**config.mk**
```make
export PLATFORM = sky130hd
export DESIGN_NAME = ppvc_cordic_cell
export DESIGN_NICKNAME = d
export VERILOG_FILES = /design/src/rtl/ppvc_pkg.sv /design/src/rtl/ppvc_cordic_cell.sv
export SDC_FILE = /design/constraint.sdc
export NUM_CORES = 1
export LEC_CHECK = 0
export ABC_AREA = 1
export BUFFER_PORTS_ARGS = -buffer_cell sky130_fd_sc_hd__buf_2
export CORE_ASPECT_RATIO = 0.5
export CORE_UTILIZATION = 49
export CTS_CLUSTER_SIZE = 25
export DETAILED_ROUTE_END_ITERATION = 6
export GPL_TIMING_DRIVEN = 0
export PLACE_DENSITY_LB_ADDON = 0.2
export SYNTH_ARGS = -nofsm -noshare
export SYNTH_HDL_FRONTEND = slang
export SYNTH_SLANG_ARGS = --single-unit
```
**constraint.sdc**
```tcl
create_clock -name clk_i -period 2.2 [get_ports clk_i]
set_input_delay 0.55 -clock clk_i [delete_from_list [all_inputs] [get_ports clk_i]]
set_output_delay 0.55 -clock clk_i [all_outputs]
set_load 0.005 [all_outputs]
```
**src/rtl/ppvc_pkg.sv**
```systemverilog
package ppvc_pkg;

  // internal widths of the vectoring datapath
  localparam int unsigned XyW      = 34;
  localparam int unsigned AngW     = 32;
  localparam int unsigned MaxCells = 24;

  // 2^32-scaled inverse cordic gain; >> 46 gives integer distance
  localparam logic [31:0] RhoScale = 32'h9B74_EDA8;

  localparam logic [31:0] ATAN_TAB [MaxCells] = '{
    32'd536870912, 32'd316933406, 32'd167458907, 32'd85004756,
    32'd42667331,  32'd21354465,  32'd10679838,  32'd5340245,
    32'd2670163,   32'd1335087,   32'd667544,    32'd333772,
    32'd166886,    32'd83443,     32'd41722,     32'd20861,
    32'd10430,     32'd5215,      32'd2608,      32'd1304,
    32'd652,       32'd326,       32'd163,       32'd81
  };

  typedef enum logic [2:0] {
    CFG_GAIN_DISTANCE      = 3'd0,
    CFG_GAIN_BEARING       = 3'd1,
    CFG_GAIN_FINAL_HEADING = 3'd2,
    CFG_MAX_LINEAR         = 3'd3,
    CFG_MAX_ROTATIONAL     = 3'd4
  } cfg_idx_e;

  typedef struct packed {
    logic [15:0]        gain_distance;
    logic [15:0]        gain_bearing;
    logic signed [15:0] gain_final_heading;
    logic [14:0]        max_linear;
    logic [14:0]        max_rotational;
  } cfg_t;

  // heading data and zero-offset flag riding the vectoring chain
  typedef struct packed {
    logic [15:0] pose_heading;
    logic [15:0] heading_diff;
    logic        zero_offset;
  } side_t;

  typedef struct packed {
    logic signed [XyW-1:0] x;
    logic signed [XyW-1:0] y;
    logic [AngW-1:0]       z;
    side_t                 side;
  } vec_t;

  typedef struct packed {
    logic signed [15:0] linear_cmd;
    logic signed [15:0] rotational_cmd;
    logic               reverse_mode;
  } result_t;

endpackage

```
**src/rtl/ppvc_cordic_cell.sv**
```systemverilog
module ppvc_cordic_cell #(
  parameter int unsigned STAGE = 0
) (
  input  logic             clk_i,
  input  logic             rst_ni,
  input  logic             adv_i,
  input  logic             valid_i,
  input  ppvc_pkg::vec_t   vec_i,
  output logic             valid_o,
  output ppvc_pkg::vec_t   vec_o
);

  logic           valid_q;
  ppvc_pkg::vec_t vec_d, vec_q;
  logic signed [ppvc_pkg::XyW-1:0] xs, ys;

  always_comb begin
    xs = vec_i.y >>> STAGE;
    ys = vec_i.x >>> STAGE;
    vec_d = vec_i;
    if (vec_i.y > 0) begin
      vec_d.x = vec_i.x + xs;
      vec_d.y = vec_i.y - ys;
      vec_d.z = vec_i.z + ppvc_pkg::ATAN_TAB[STAGE];
    end else begin
      vec_d.x = vec_i.x - xs;
      vec_d.y = vec_i.y + ys;
      vec_d.z = vec_i.z - ppvc_pkg::ATAN_TAB[STAGE];
    end
  end

  always_ff @(posedge clk_i or negedge rst_ni) begin
    if (!rst_ni) begin
      valid_q <= 1'b0;
    end else if (adv_i) begin
      valid_q <= valid_i;
    end
  end

  always_ff @(posedge clk_i) begin
    if (adv_i) begin
      vec_q <= vec_d;
    end
  end

  assign valid_o = valid_q;
  assign vec_o   = vec_q;

endmodule

```
==> flow_summary.yaml <==
outcome:
  status: "finished, violations left"
  violations: "design-rule violations, negative setup slack"
yosys:
  synth_seq_cells: 133
  synth_area_leaders: "edfxtp_1 (35%), nand2_1 (14%), ha_1 (11%)"
  syn_avg_cell_area_sq_um: 7.229
  synth_flop_cell: "edfxtp_1"
  synth-edff-count: 132
  synth_cell_types: 38
  yosysWarnings: 0
  synth_most_common_cell: "nand2_1"
  synthesis.area_sq_um: 11380
  async_flop_share_pct: 0.7519
  yosys.area.top_type: "edfxtp_1"
  netlist_top_cells_count: "nand2_1 (439), inv_1 (223), nand3_1 (160)"
  yosysSeqAreaShare_pct: 35.06
  postSynthCellCount: 1574
  synthesis.nets: 1815
  netlist.area_leader.share_pct: 34.84
cts:
  clkSlewWorstSetupHoldPaths_ns: 0.07
  cts_sinks: 133
  clockBufferDepth: 2
  numCtsBuffers: 17
  clock_latency_ns: 0.43
  cts.htree.levels: 4
  cts_tree: "done"
  root_buffer: "clkbuf_16"
detailed_routing:
  drt_pass1_iterations: 7
  via_per_inst: 5.590
  drc_errors: 5
  drt_iter0_drc: 1319
  drt-wirelength-per-cell_um: 19.34
  ant_nets: 0
  routed_wl_um: 42870
  vias: 12390
layout:
  final_cells: 2216
  finalNetCount: 2144
  insertedDiodeCount: 0
  post-route-util_pct: 68.96
  area_growth_pct: 34.57
  stdcell_area_sq_um: 15310
  drive_gt1_share_pct: 34.08
placement:
  place.gp.congestion: 1.008
  dp_cells: 2145
  placed_area_sq_um: 13150
  dp_hpwl_um: 33470
  io_buffers: 270
worst_setup_path:
  reg2regPathDepth: 1
  worstReg2RegStart: "valid_o"
  crit_fanout: 8
  rr_endpoint: "valid_o"
  r2r_slack_ns: 1.46
  crit_required_ns: 2.40
  cp-start-kind: "input pin"
  cp_data_arrival_time_ns: 2.48
  end_kind: "flop"
  path_class: "in2reg"
die:
  start_util_pct: 51.25
  core_sq_um: 22200
  die-area_sq_um: 23870
  row_count: 38
  die_y_um: 109.8
  die_w_um: 217.5
  io_pins: 271
global_route:
  grt-busiest-layer: "met2"
  globalRouteMet1Util_pct: 46.13
  grtUsageMet3_pct: 8.990
  grt_pass1_wl_um: 61190
  grt_usage_pct: 34.78
  overflow: 0
  antenna_found_initial: 1
  grt_pass1_vias: 10780
  grt_max_degree: 104
  use_met2_pct: 55.21
sta:
  drv_slew: 0
  period_share_pct: 103.9
  period_minus_slack_ns: 2.285
  worst_pin_slew_ns: 0.5808
  timing.fmax_mhz: 437.6
  setup_viol: 7
  grt_setup_unrepaired: "yes"
  slew_headroom_pct: 61.28
  skew_ns: 0
  holdWs_ns: 0.2849
  post-route-worst-setup-slack_ns: -0.08521
  hold_violations: 0
hold_path:
  min_from: "vec_i[59]"
  min_to: "vec_o[59]"
  worstHoldPathType: "in2reg"
  min_delay_path_depth: 1
flow_run:
  cap_violations: 0
power:
  ir_worst_vdd_mv: 0.5420
  p_per_area_nw_per_um2: 624.2
  power_leakage_nw: 7.358
## worst max path at each step
stage                         start         end  cells after the start
after floorplan           vec_i[65]   vec_o[97]                     13
after global placement        adv_i     valid_o                      2
after detailed placement  vec_i[72]   vec_o[64]                     10
after CTS                 vec_i[66]   vec_o[64]                     12
after global routing      vec_i[67]   vec_o[64]                     13
final                     vec_i[81]  vec_o[126]                     12
## cells by family after synthesis
| kind of cell | Yosys count | share of synthesized area, % |
|---|---|---|
| flip-flops | 133 | 35.06 |
| multiplexers | 1 | 0.09896 |
| buffers and inverters | 273 | 9.919 |
| XOR/XNOR | 37 | 2.848 |
| adder cells (fa/ha/maj) | 104 | 11.70 |
| AND/OR/NAND/NOR | 789 | 29.23 |
| AO/OA/AOI/OAI | 237 | 11.15 |
## per-stage QoR
step / setup TNS, ns / power, W / setup slack, ns
floorplan: -0.02070 / 0.004863 / -0.01138
global placement: -175.47 / 0.005942 / -1.151
detailed placement: -43.96 / 0.005971 / -0.9293
CTS: -0.07695 / 0.009095 / -0.07466
global route: -1.343 / 0.009963 / -0.1270
finish: -0.2397 / 0.009558 / -0.08521
## critical path, cell delays in order
cell	delay, ns
buf_2	0.11
inv_1	0.05
ha_1	0.29
buf_4	0.18
a21oi_1	0.33
o21ai_0	0.24
a21oi_1	0.26
nor2_1	0.07
nor2_1	0.13
nand3_1	0.10
nand3_1	0.09
nand2_1	0.07
## per-layer routing
| metal | vias to the layer above | routed length [um] |
|---|---|---|
| li1 | 5817 | - |
| met1 | 5727 | 17580 |
| met2 | 734 | 18680 |
| met3 | 110 | 5215 |
| met4 | 0 | 1392 |
| met5 | - | 0 |
## state kept, by name, indices dropped and copies added, names as in the netlist
name and cells:
vec_o 132, valid_o 1
## repair_timing
action,CTS,global route
gates cloned,0,0
hold endpoints to repair,1,0
pin swaps,12,44
hold buffers,1,0
resized for setup,78,308
buffers inserted,9,30
endpoints found under the setup margin,67,60
## cells in the final DEF (no fill, tap or decap), types with 14 or more instances in the layout
master,n
nand3_1,148
a21oi_2,43
nand2_2,50
nand2_1,385
nor2_2,48
nand4_1,18
buf_6,16
nor2_4,14
nor2_1,68
buf_4,49
edfxtp_1,132
inv_2,17
ha_1,91
o21ai_0,57
clkbuf_16,17
inv_1,199
o21ai_1,28
a21oi_1,64
buf_2,268
xor2_1,34
## cell type report
type                       count  area, sq um
clock buffer                  17        425.4
timing repair buffer         311         1728
buffer                        44        414.1
multi-input combinational   1168         7291
fill                        1919         6892
tap                          300        375.4
sequential                   133         3989
clock inverter                15        195.2
inverter                     228        894.6
## report_power, final
group          internal, W  switching, W
clock network      0.00181       0.00120
logic              0.00121       0.00212
registers          0.00315     0.0000696
total              0.00617       0.00339
Note: power is estimated with default switching activity, not from simulation.
