## config.mk

```make
export PLATFORM = sky130hd
export DESIGN_NAME = ppvc_post
export DESIGN_NICKNAME = d
export VERILOG_FILES = /design/src/rtl/ppvc_pkg.sv /design/src/rtl/ppvc_post.sv
export SDC_FILE = /design/constraint.sdc
export NUM_CORES = 2
export LEC_CHECK = 0
export ABC_AREA = 1
export BUFFER_PORTS_ARGS = -buffer_cell sky130_fd_sc_hd__clkbuf_2
export CAP_MARGIN = 40
export CELL_PAD_IN_SITES_DETAIL_PLACEMENT = 0
export CELL_PAD_IN_SITES_GLOBAL_PLACEMENT = 2
export CORE_MARGIN = 8
export CORE_UTILIZATION = 44
export CTS_CLUSTER_DIAMETER = 40
export CTS_CLUSTER_SIZE = 10
export DETAILED_ROUTE_END_ITERATION = 10
export GPL_TIMING_DRIVEN = 1
export PLACE_DENSITY_LB_ADDON = 0.1
export SLEW_MARGIN = 20
export SYNTH_ARGS = -nofsm -noshare
export SYNTH_HDL_FRONTEND = slang
export SYNTH_SLANG_ARGS = --single-unit
```

## constraint.sdc

```tcl
create_clock -name clk_i -period 13.17 [get_ports clk_i]
set_input_delay 0 -clock clk_i [delete_from_list [all_inputs] [get_ports clk_i]]
set_output_delay 0 -clock clk_i [all_outputs]
set_load 0.02 [all_outputs]
```

## src/rtl/ppvc_pkg.sv

```systemverilog
package ppvc_pkg;

  // internal widths of the vectoring datapath
  localparam int unsigned XyW      = 34;
  localparam int unsigned AngW     = 32;
  localparam int unsigned MaxCells = 24;

  // 2^32-scaled inverse cordic gain; >> 46 gives integer distance
  localparam logic [31:0] RhoScale = 32'h9B74_EDA8;

  localparam logic [31:0] ATAN_TAB [MaxCells] = '{
    32'd536870912, 32'd316933406, 32'd167458907, 32'd85004756,
    32'd42667331,  32'd21354465,  32'd10679838,  32'd5340245,
    32'd2670163,   32'd1335087,   32'd667544,    32'd333772,
    32'd166886,    32'd83443,     32'd41722,     32'd20861,
    32'd10430,     32'd5215,      32'd2608,      32'd1304,
    32'd652,       32'd326,       32'd163,       32'd81
  };

  typedef enum logic [2:0] {
    CFG_GAIN_DISTANCE      = 3'd0,
    CFG_GAIN_BEARING       = 3'd1,
    CFG_GAIN_FINAL_HEADING = 3'd2,
    CFG_MAX_LINEAR         = 3'd3,
    CFG_MAX_ROTATIONAL     = 3'd4
  } cfg_idx_e;

  typedef struct packed {
    logic [15:0]        gain_distance;
    logic [15:0]        gain_bearing;
    logic signed [15:0] gain_final_heading;
    logic [14:0]        max_linear;
    logic [14:0]        max_rotational;
  } cfg_t;

  // heading data and zero-offset flag riding the vectoring chain
  typedef struct packed {
    logic [15:0] pose_heading;
    logic [15:0] heading_diff;
    logic        zero_offset;
  } side_t;

  typedef struct packed {
    logic signed [XyW-1:0] x;
    logic signed [XyW-1:0] y;
    logic [AngW-1:0]       z;
    side_t                 side;
  } vec_t;

  typedef struct packed {
    logic signed [15:0] linear_cmd;
    logic signed [15:0] rotational_cmd;
    logic               reverse_mode;
  } result_t;

endpackage

```

## src/rtl/ppvc_post.sv

```systemverilog
module ppvc_post (
  input  logic                clk_i,
  input  logic                rst_ni,
  input  logic                adv_i,
  input  logic                valid_i,
  input  ppvc_pkg::vec_t      vec_i,
  input  ppvc_pkg::cfg_t      cfg_i,
  output logic                valid_o,
  output ppvc_pkg::result_t   result_o
);

  // stage 1: magnitude scaling product and rounded bearing
  logic        v1_q;
  logic [63:0] prod_q;
  logic [15:0] bear_q;
  ppvc_pkg::side_t side1_q;
  logic [31:0] x_clip;
  logic [31:0] z_round;

  // stage 2: rho and wrapped angle errors
  logic        v2_q;
  logic [17:0] rho_d, rho_q;
  logic signed [15:0] alpha_raw, alpha_d, alpha_q, beta_d, beta_q;
  logic        rev_d, rev_q;
  logic [64:0] prod_rnd;

  // stage 3: gain products
  logic        v3_q;
  logic [33:0]        mv_q;
  logic signed [32:0] ma_q;
  logic signed [31:0] mb_q;
  logic               rev3_q;

  // final rounding and clamps
  logic [34:0]        v_rnd;
  logic signed [23:0] v_s, lin_lim, lin_c;
  logic signed [35:0] w_sum;
  logic signed [23:0] w_s, rot_lim, rot_c;

  always_comb begin
    x_clip  = vec_i.x[ppvc_pkg::XyW-1] ? 32'd0 : vec_i.x[31:0];
    z_round = vec_i.z + 32'h0000_8000;
    if (vec_i.side.zero_offset) begin
      x_clip  = 32'd0;
      z_round = 32'd0;
    end
  end

  always_ff @(posedge clk_i or negedge rst_ni) begin
    if (!rst_ni) begin
      v1_q <= 1'b0;
      v2_q <= 1'b0;
      v3_q <= 1'b0;
    end else if (adv_i) begin
      v1_q <= valid_i;
      v2_q <= v1_q;
      v3_q <= v2_q;
    end
  end

  always_ff @(posedge clk_i) begin
    if (adv_i) begin
      prod_q  <= 64'(x_clip) * 64'(ppvc_pkg::RhoScale);
      bear_q  <= z_round[31:16];
      side1_q <= vec_i.side;
    end
  end

  always_comb begin
    prod_rnd  = {1'b0, prod_q} + 65'(64'd1 << 45);
    rho_d     = prod_rnd[63:46];
    alpha_raw = $signed(bear_q - side1_q.pose_heading);
    beta_d    = $signed(side1_q.heading_diff - alpha_raw);
    rev_d     = !((alpha_raw > -16'sd16384) && (alpha_raw < 16'sd16384));
    // adding pi to a binary angle flips its top bit
    alpha_d   = rev_d ? {~alpha_raw[15], alpha_raw[14:0]} : alpha_raw;
  end

  always_ff @(posedge clk_i) begin
    if (adv_i) begin
      rho_q   <= rho_d;
      alpha_q <= alpha_d;
      beta_q  <= beta_d;
      rev_q   <= rev_d;
    end
  end

  always_ff @(posedge clk_i) begin
    if (adv_i) begin
      mv_q   <= 34'(cfg_i.gain_distance) * 34'(rho_q);
      ma_q   <= $signed({17'd0, cfg_i.gain_bearing}) * 33'(alpha_q);
      mb_q   <= 32'(cfg_i.gain_final_heading) * 32'(beta_q);
      rev3_q <= rev_q;
    end
  end

  always_comb begin
    v_rnd   = {1'b0, mv_q} + 35'd2048;
    v_s     = $signed({1'b0, v_rnd[34:12]});
    if (rev3_q) begin
      v_s = -v_s;
    end
    lin_lim = $signed({9'd0, cfg_i.max_linear});
    if (v_s > lin_lim) begin
      lin_c = lin_lim;
    end else if (v_s < -lin_lim) begin
      lin_c = -lin_lim;
    end else begin
      lin_c = v_s;
    end

    w_sum   = 36'(ma_q) + 36'(mb_q) + 36'sd2048;
    w_s     = w_sum[35:12];
    rot_lim = $signed({9'd0, cfg_i.max_rotational});
    if (w_s > rot_lim) begin
      rot_c = rot_lim;
    end else if (w_s < -rot_lim) begin
      rot_c = -rot_lim;
    end else begin
      rot_c = w_s;
    end

    result_o.linear_cmd     = lin_c[15:0];
    result_o.rotational_cmd = rot_c[15:0];
    result_o.reverse_mode   = rev3_q;
  end

  assign valid_o = v3_q;

endmodule

```

==> results.ini <==
[outcome]
status=finished, final reports clean

[global_route]
grt_pass1_wl_mm=282
antenna_found_initial=8
grtUsageTotal_pct=23.3
grt_pass1_vias=50600
grt_max_degree=82
overflow=0

[routing]
dr_total_vias=46800
drtPass1Iterations=8
ant_nets=0
drt_iter0_markers=2247
avgRoutedWirePerCell_um=18.4
totalWireLength_mm=175
vias_per_cell=4.93
drc_errors=0

[placed_design]
place_area_mm2=0.0650
hpwl_mm=151
dp_cells=9345
gp_congestion=0.923
port-buffer-count=198

[critical_path]
reg2reg_slack_ns=5.95
r2r-end=ma_q[24]
crit_path_end_kind=flop
critPathLaunchType=primary input
critPathKind=in2reg
r2r_cells=22
crit_top_cell=fa_1
critPathRequiredTime_ns=13.46
critPathArrivalTime_ns=8.50
cpPeakStageDelay_ns=0.55
crit_path_top_delay_cell=dlygate4sd3_1
cp_max_fo=30
reg2reg_from=alpha_q[1]

[synthesis]
synth_top_family_by_area=adder cells
yosys.area.top_type=fa_1
synth.distinct_cells=57
synth_compound_area_share_pct=5.59
synth_xor_area_share_pct=3.03
syn_area_per_cell_um2=8.38
synthAdderAreaFrac_pct=53.3
synth_top_cell_area_share_pct=36.5
synth_fp_nets=9601
async_flop_share_pct=1.43
synth-seq-area-share_pct=10.1
synth_edf_count=207
syn_area_mm2=0.0621
synth_seq_cells=210
netlist_instances=7418
synth_simple_gate_area_share_pct=14.0
synthMuxAreaShare_pct=0.0181
yosys-top-cells-area=fa_1, ha_1, inv_1, edfxtp_1, nand2_1
synth_ff_type=edfxtp_1
yosysWarningCount=0

[die]
die_area_mm2=0.154
ios=249
rows=138
start_util_pct=44.1
die_h_um=392
die_w_um=392
core-area_mm2=0.141

[clock_tree]
insertion_delay_ns=0.56
clk_pin_slew_ns=0.05
cts.sinks=210
htreeDepth=2
numCtsBuffers=40
root_buffer=clkbuf_16
clockBufferDepth=3
hold_buffers=70
post_cts_buffers=0
ctsResizeCount=0
cts_tree=yes

[sta]
holdWs_ns=0.0775
setup_viol=0
drv_slew=0
period_minus_slack_ns=8.22
slew_headroom_pct=38.5
fin_skew_ns=0.0203
max_freq_ghz=0.122
hold_viol=0
period_share_pct=62.4
setup_tns_ns=0
grt_setup_unrepaired=false
worst_pin_slew_ns=0.922

[worst_hold_path]
min_to=bear_q[1]
min-delay-start=vec_i[49]
hp-class=in2reg
hold_depth=4

[finish]
layout_commonest_cell=inv_1
final_cells=9493
syn_to_final_growth_pct=7.92
drive_above_1_share_pct=4.95
num-nets-final=9757
fin_area_mm2=0.0671
final_cell_mix=inv_1, nand2_1, fa_1

[run]
cap_violations=0

-- layer usage --
layer,track usage (%),vias up,share of wire (%)
met2,40.7,886,48
met5,0,-,0.019
li1,-,22500,-
met4,3.88,6,1.5
met1,31.7,23200,46
met3,2.38,147,4.3
-- through the flow --
step           utilization [%]  worst slack (ns)
2_1_floorplan                -              6.40
3_3_place_gp              46.1              4.96
4_1_cts                   47.5              4.91
3_5_place_dp              46.1              4.88
5_1_grt                   47.6              4.49
6_report                  47.6              4.95
-- worst max-delay path by stage --
stage | from | to | cells after the start
floorplan | vec_i[132] | prod_q[57] | 26
detailed placement | vec_i[0] | prod_q[61] | 27
global route | vec_i[0] | prod_q[61] | 28
finish | vec_i[0] | prod_q[61] | 28
CTS | vec_i[0] | prod_q[61] | 28
global placement | vec_i[0] | prod_q[62] | 28
-- state kept, by name, indices dropped and copies added (netlist names) --
name and cells:
prod_q 19, rev3_q 1, mb_q 32, beta_q 16
alpha_q 16, v2_q 1, bear_q 16, rho_q 18
side1_q 32, ma_q 33, v1_q 1, rev_q 1
mv_q 23, valid_o 1
-- logic make-up (layout without fill, tap and decap cells) --
family | Yosys count | in the layout
XOR/XNOR | 215 | 215
AND/OR/NAND/NOR | 2107 | 2107
AO/OA/AOI/OAI | 617 | 617
adder cells (fa/ha/maj) | 1968 | 1968
multiplexers | 1 | 1
buffers and inverters | 2300 | 2484
other | 0 | 1
flip-flops | 210 | 210
-- worst max-delay path: cells and delay by family --
kind,cells,cell delay [ns]
AOI/OAI and AO/OA,3,0.64
and+or+nand+nor,6,1.53
xor gates and xnor gates,1,0.10
buffers and inverters,9,1.99
adders and majority gates,9,4.20
-- Yosys cell counts, types with 3 or more instances --
cell type	count
or2_2	35
o21ai_0	168
nor2_1	303
dfrtp_1	3
a21boi_0	10
inv_2	4
nor3b_1	4
inv_1	2111
a21o_1	30
nand4_1	44
o31ai_1	8
xnor2_1	60
nand2_4	5
and3_1	3
nand2_2	17
nand3_1	150
clkbuf_1	171
xor2_1	155
nand2_1	1439
buf_6	5
nand3b_1	14
nor4_1	15
nor2_4	7
nor3_1	58
o211ai_1	11
fa_1	1133
a31oi_1	34
buf_1	4
o21bai_1	24
ha_1	835
edfxtp_1	207
o21a_1	9
buf_2	3
a221oi_1	5
a21oi_1	288
nor2_2	5
a211oi_1	11
nand3_2	4
-- layout make-up --
cell class              instances  area (µm²)
clock inverters                27         250
flip-flops and latches        210        6290
repair buffers                299        2040
fillers                     14200       73800
multi-input cells            4908       47200
clock buffers                  43        1010
diodes                          1        2.50
inverters                    2115        7940
well taps                    1890        2360
Power is left out: the tool's default activity adds up to more than one toggle a clock period on the data nets, which glitch-free logic cannot reach.
